==> src/design/afcr_pkg.sv <==
package afcr_pkg;

  localparam int COORD_WIDTH_DEF   = 32;
  localparam int ANGLE_WIDTH_DEF   = 16;
  localparam int CORDIC_STAGES_DEF = 16;

  // extra fraction bits on coordinates inside the vectoring cordic
  localparam int GUARD_BITS = 8;

  localparam int RADIUS_W  = 31;
  localparam int CFG_IDX_W = 8;

  localparam logic [RADIUS_W-1:0] RADIUS_RESET = 31'd65536;

  // 1/K of the cordic, q32 and q30
  localparam logic [31:0] INV_GAIN     = 32'd2608131496;
  localparam logic [32:0] INV_GAIN_Q30 = 33'd652032874;

  // register indexes
  localparam logic [CFG_IDX_W-1:0] REG_START_X      = 8'd0;
  localparam logic [CFG_IDX_W-1:0] REG_START_Y      = 8'd1;
  localparam logic [CFG_IDX_W-1:0] REG_ARC_RADIUS   = 8'd2;
  localparam logic [CFG_IDX_W-1:0] REG_REVERSE_SIDE = 8'd3;

  // atan(2^-i) in 2^-32 turn
  localparam logic [31:0] ATAN_TURN [0:31] = '{
    32'h20000000, 32'h12E4051E, 32'h09FB385B, 32'h051111D4,
    32'h028B0D43, 32'h0145D7E1, 32'h00A2F61E, 32'h00517C55,
    32'h0028BE53, 32'h00145F2F, 32'h000A2F98, 32'h000517CC,
    32'h00028BE6, 32'h000145F3, 32'h0000A2FA, 32'h0000517D,
    32'h000028BE, 32'h0000145F, 32'h00000A30, 32'h00000518,
    32'h0000028C, 32'h00000146, 32'h000000A3, 32'h00000051,
    32'h00000029, 32'h00000014, 32'h0000000A, 32'h00000005,
    32'h00000003, 32'h00000001, 32'h00000001, 32'h00000000
  };

endpackage

==> src/design/afcr_rot.sv <==
// pipelined cordic in rotation mode: q30 unit vector at a 2^-32 turn angle
module afcr_rot #(
  parameter int SW     = 1,
  parameter int STAGES = afcr_pkg::CORDIC_STAGES_DEF
) (
  input  logic               clk,
  input  logic               rst,
  input  logic               en,
  input  logic               in_valid,
  input  logic [31:0]        in_ang,
  input  logic [SW-1:0]      in_side,
  output logic               out_valid,
  output logic signed [32:0] out_c,
  output logic signed [32:0] out_s,
  output logic [SW-1:0]      out_side
);
  localparam int RW = 33;
  localparam int ZW = 34;
  localparam logic signed [ZW-1:0] QUARTER = ZW'(34'sd1 <<< 30);
  localparam logic signed [ZW-1:0] HALF    = ZW'(34'sd1 <<< 31);

  logic                 vld  [0:STAGES];
  logic                 neg  [0:STAGES];
  logic signed [RW-1:0] x    [0:STAGES];
  logic signed [RW-1:0] y    [0:STAGES];
  logic signed [ZW-1:0] z    [0:STAGES];
  logic [SW-1:0]        side [0:STAGES];
  logic signed [ZW-1:0] zin;

  assign zin = ZW'($signed(in_ang));

  // bring the angle into the right half plane
  always_ff @(posedge clk) begin
    if (rst) begin
      vld[0] <= 1'b0;
    end else if (en) begin
      vld[0] <= in_valid;
    end
    if (en) begin
      side[0] <= in_side;
      x[0]    <= $signed(afcr_pkg::INV_GAIN_Q30);
      y[0]    <= '0;
      if (zin > QUARTER) begin
        z[0]   <= zin - HALF;
        neg[0] <= 1'b1;
      end else if (zin < -QUARTER) begin
        z[0]   <= zin + HALF;
        neg[0] <= 1'b1;
      end else begin
        z[0]   <= zin;
        neg[0] <= 1'b0;
      end
    end
  end

  for (genvar i = 0; i < STAGES; i++) begin : g_stage
    logic signed [RW-1:0] xs;
    logic signed [RW-1:0] ys;
    assign xs = x[i] >>> i;
    assign ys = y[i] >>> i;
    always_ff @(posedge clk) begin
      if (rst) begin
        vld[i+1] <= 1'b0;
      end else if (en) begin
        vld[i+1] <= vld[i];
      end
      if (en) begin
        neg[i+1]  <= neg[i];
        side[i+1] <= side[i];
        if (z[i] >= 0) begin
          x[i+1] <= x[i] - ys;
          y[i+1] <= y[i] + xs;
          z[i+1] <= z[i] - ZW'(afcr_pkg::ATAN_TURN[i]);
        end else begin
          x[i+1] <= x[i] + ys;
          y[i+1] <= y[i] - xs;
          z[i+1] <= z[i] + ZW'(afcr_pkg::ATAN_TURN[i]);
        end
      end
    end
  end

  // undo the half turn fold
  always_ff @(posedge clk) begin
    if (rst) begin
      out_valid <= 1'b0;
    end else if (en) begin
      out_valid <= vld[STAGES];
    end
    if (en) begin
      out_side <= side[STAGES];
      out_c    <= neg[STAGES] ? -x[STAGES] : x[STAGES];
      out_s    <= neg[STAGES] ? -y[STAGES] : y[STAGES];
    end
  end
endmodule

==> config.mk <==
export PLATFORM = sky130hd
export DESIGN_NAME = afcr_rot
export DESIGN_NICKNAME = d
export VERILOG_FILES = /design/src/design/afcr_pkg.sv /design/src/design/afcr_rot.sv
export SDC_FILE = /design/constraint.sdc
export NUM_CORES = 2
export LEC_CHECK = 0
export BUFFER_PORTS_ARGS = -buffer_cell sky130_fd_sc_hd__buf_2
export CORE_UTILIZATION = 45
export CTS_BUF_LIST = sky130_fd_sc_hd__clkbuf_2
export DETAILED_ROUTE_END_ITERATION = 10
export GPL_TIMING_DRIVEN = 0
export HOLD_SLACK_MARGIN = 0.1
export MAX_ROUTING_LAYER = met4
export PLACE_DENSITY_LB_ADDON = 0.1
export SKIP_CTS_REPAIR_TIMING = 1
export SLEW_MARGIN = 20
export SYNTH_ARGS = -nofsm -noshare
export SYNTH_HDL_FRONTEND = slang
export SYNTH_SLANG_ARGS = --single-unit
==> constraint.sdc <==
create_clock -name clk -period 6.9 [get_ports clk]
set_input_delay 0.345 -clock clk [delete_from_list [all_inputs] [get_ports clk]]
set_output_delay 0.345 -clock clk [all_outputs]
set_load 0.02 [all_outputs]
==> impl_metrics.json <==
{
  "worst_pin_slew_ps": 1160,
  "multi_input_area_um2": 77100,
  "firstDrtPassIters": 6,
  "vias_per_cell": 5.76,
  "first_iter_violations": 6760,
  "maxCapViolCount": 0,
  "synth_area_leaders": "edfxtp_1 37%, ha_1 12%, xnor2_1 9.0%, a21oi_1 5.1%, xor2_1 4.2%",
  "ys_ff_latch": 1594,
  "ys_types": 92,
  "fin_area_um2": 140000,
  "ant_nets": 0,
  "synth_cells": 13300,
  "drc": 0,
  "slowest_delay_ps": 580,
  "yosys_most_used_dff": "edfxtp_1",
  "max_freq_mhz": 151,
  "finalCriticalPeriod_ps": 6610,
  "skew_ps": 207,
  "dp_hpwl_um": 290000,
  "crit_path_start_kind": "flip-flop",
  "syn_area_per_cell_um2": 9.65,
  "criticalPathCategory": "reg -> reg",
  "arrival_ps": 8190,
  "area.growth.synth_to_final_pct": 8.96,
  "rsz0062_at_grt": "false",
  "synth.largest_area_cell": "edfxtp_1",
  "final_util_pct": 49.4,
  "hold_path_class": "in -> reg",
  "rows": 195,
  "slew_headroom_pct": 21.9,
  "num_vias": 104000,
  "synth.net_count": 14600,
  "synthTopCellsByCount": "1593 x edfxtp_1, 1312 x xnor2_1, 1307 x a21oi_1",
  "clk_pin_slew_ps": 110,
  "status": "complete, no violations",
  "crit_family": "buffers and inverters",
  "placement.io_buffers": 104,
  "yosysWarnings": 0,
  "setup_viol_count_final": 0,
  "wirelength_um": 369000,
  "whs_ps": 167,
  "cp.depth": 21,
  "synthArstFlopShare_pct": 0,
  "grt_pass1_vias": 101000,
  "routedWlPerCell_um": 20.5,
  "fin_setup_tns_ps": 0,
  "seq_area_frac_synth_pct": 37.3,
  "cts_root_buf": "clkbuf_2",
  "gp_congestion": 0.924,
  "regArea_um2": 47900,
  "drv_slew": 0,
  "grt.overflow.total": 0,
  "synthesis.area_um2": 128000,
  "h-tree-depth": 5,
  "cp_num_buf_inv": 8,
  "die_area_um2": 287000,
  "fin_nets": 15300,
  "clock_path_buffers": 4,
  "grt_pass1_wl_um": 566000,
  "die_w_um": 536,
  "hold_viol": 0,
  "antenna_found_initial": 11,
  "place_area_um2": 134000,
  "fin_crit_sh_pct": 95.8,
  "drive_gt1_share_pct": 7.28,
  "grt_max_degree": 64,
  "ios": 105,
  "start_util_pct": 45.4,
  "min_path_cells": 10,
  "die_y_um": 536,
  "synth.most_common_cell": "edfxtp_1",
  "nFillCells": 26700,
  "r2r_cells": 21,
  "crit_path_end_kind": "flip-flop",
  "slowest_stage": "a2111oi_1",
  "synth_top_area_share_pct": 37.3,
  "cp_cell_sequence": "and2_1 > clkbuf_1 > inv_2 > buf_2 > buf_2 > clkbuf_2 > clkbuf_2 > clkbuf_4 > buf_6 > xnor2_1 > ha_1 > o21ai_0 > a22oi_1 > a2111oi_1 > o22ai_1 > o21ai_1 > nand2_1 > a41oi_2 > o221ai_1 > o311ai_1 > xnor2_1",
  "clock_latency_ps": 1940,
  "cts_tree": "done",
  "grt_use_total_pct": 25.4,
  "cts.sinks": 1594,
  "cts_buffers": 433,
  "cp_max_fo": 20,
  "worstPathRequired_ps": 8480,
  "synth_enable_flop_cells": 1593,
  "coreArea_um2": 283000
}
==> layout by cell type (no fill, tap or decap), types with 67 or more instances in the layout <==
cell           count
nand2b_1         178
a21o_1           592
o31ai_1          186
nand4_1           88
clkbuf_2         637
ha_1            1265
nor3_1           297
buf_2            114
mux2i_1           67
nand3_1          253
xor2_1           614
dlygate4sd3_1    112
nand2_1          814
xnor2_1         1312
clkinv_1         103
or3_1             82
and2_1            89
o21ai_1          104
inv_1            565
edfxtp_1        1593
o21bai_1         136
nor2_1           954
a211oi_1         108
o21a_1           190
a21oi_1         1306
clkbuf_1         219
o41ai_1           74
o21ai_0          628
a31oi_1          158
and3_1           130
nor4_1           114
nor2b_1          169
==> per-layer routing <==
metal / wire length, um / vias up / part of all wire (%) / GRT usage [%]
li1: - / 51200 / - / -
met1: 163000 / 49800 / 44 / 31.7
met2: 180000 / 2355 / 49 / 43.1
met3: 14900 / 658 / 4.0 / 2.55
met4: 11600 / 0 / 3.1 / 8.23
met5: 0 / - / 0 / -
==> through the flow <==
step | setup slack (ps) | cells
global placement | -6820 | 17100
global route | 17.6 | 18100
finish | 292 | 18100
floorplan | 937 | 13300
detailed placement | -4480 | 17200
CTS | -2440 | 17900
==> kinds of logic (layout without fill, tap and decap cells) <==
family	count (synthesis)	in the layout	share of synthesized area, %
simple gates	3390	3390	12.8
flops	1594	1594	37.3
fa+ha+maj	1321	1321	13.1
buf+inv	921	1929	2.70
mux	102	102	0.830
xor+xnor	1926	1926	13.1
other cells	0	15	0
compound gates	4046	4046	20.2
==> final cells by class <==
class | instances | area share, %
inverters | 578 | 1.55
clock inverters | 166 | 0.704
multi-input cells | 10800 | 55.1
plain buffers | 339 | 1.03
well taps | 3743 | 3.35
clock buffers | 593 | 2.12
repair buffers | 253 | 1.83
flip-flops and latches | 1594 | 34.2
diodes | 15 | 0.0269
==> flip-flops by register name, summed over array words and instances, names as in the netlist, 17 cells and up <==
name and cells:
side 17, out_s 33, x 470, neg 17, z 509, out_c 33
vld 17, y 496
==> tightest hold or removal path, stage by stage <==
cell and delay [ps]:
buf_6 80, buf_16 100, buf_16 100, buf_16 100, buf_16 100, buf_16 150, buf_2 380, and3b_1 250
nor2b_1 60, xor2_1 120
==> final timing paths <==
kind	from	endpoint	slack (ps)
min reg2reg	z[0][19]	z[1][19]	370
max reg2reg	z[2][33]	z[3][32]	290
max	z[2][33]	z[3][32]	290
min	en	z[3][8]	170
Power is not shown: default switching activity piles up to over one toggle a cycle in this logic, so the estimate is an artifact.
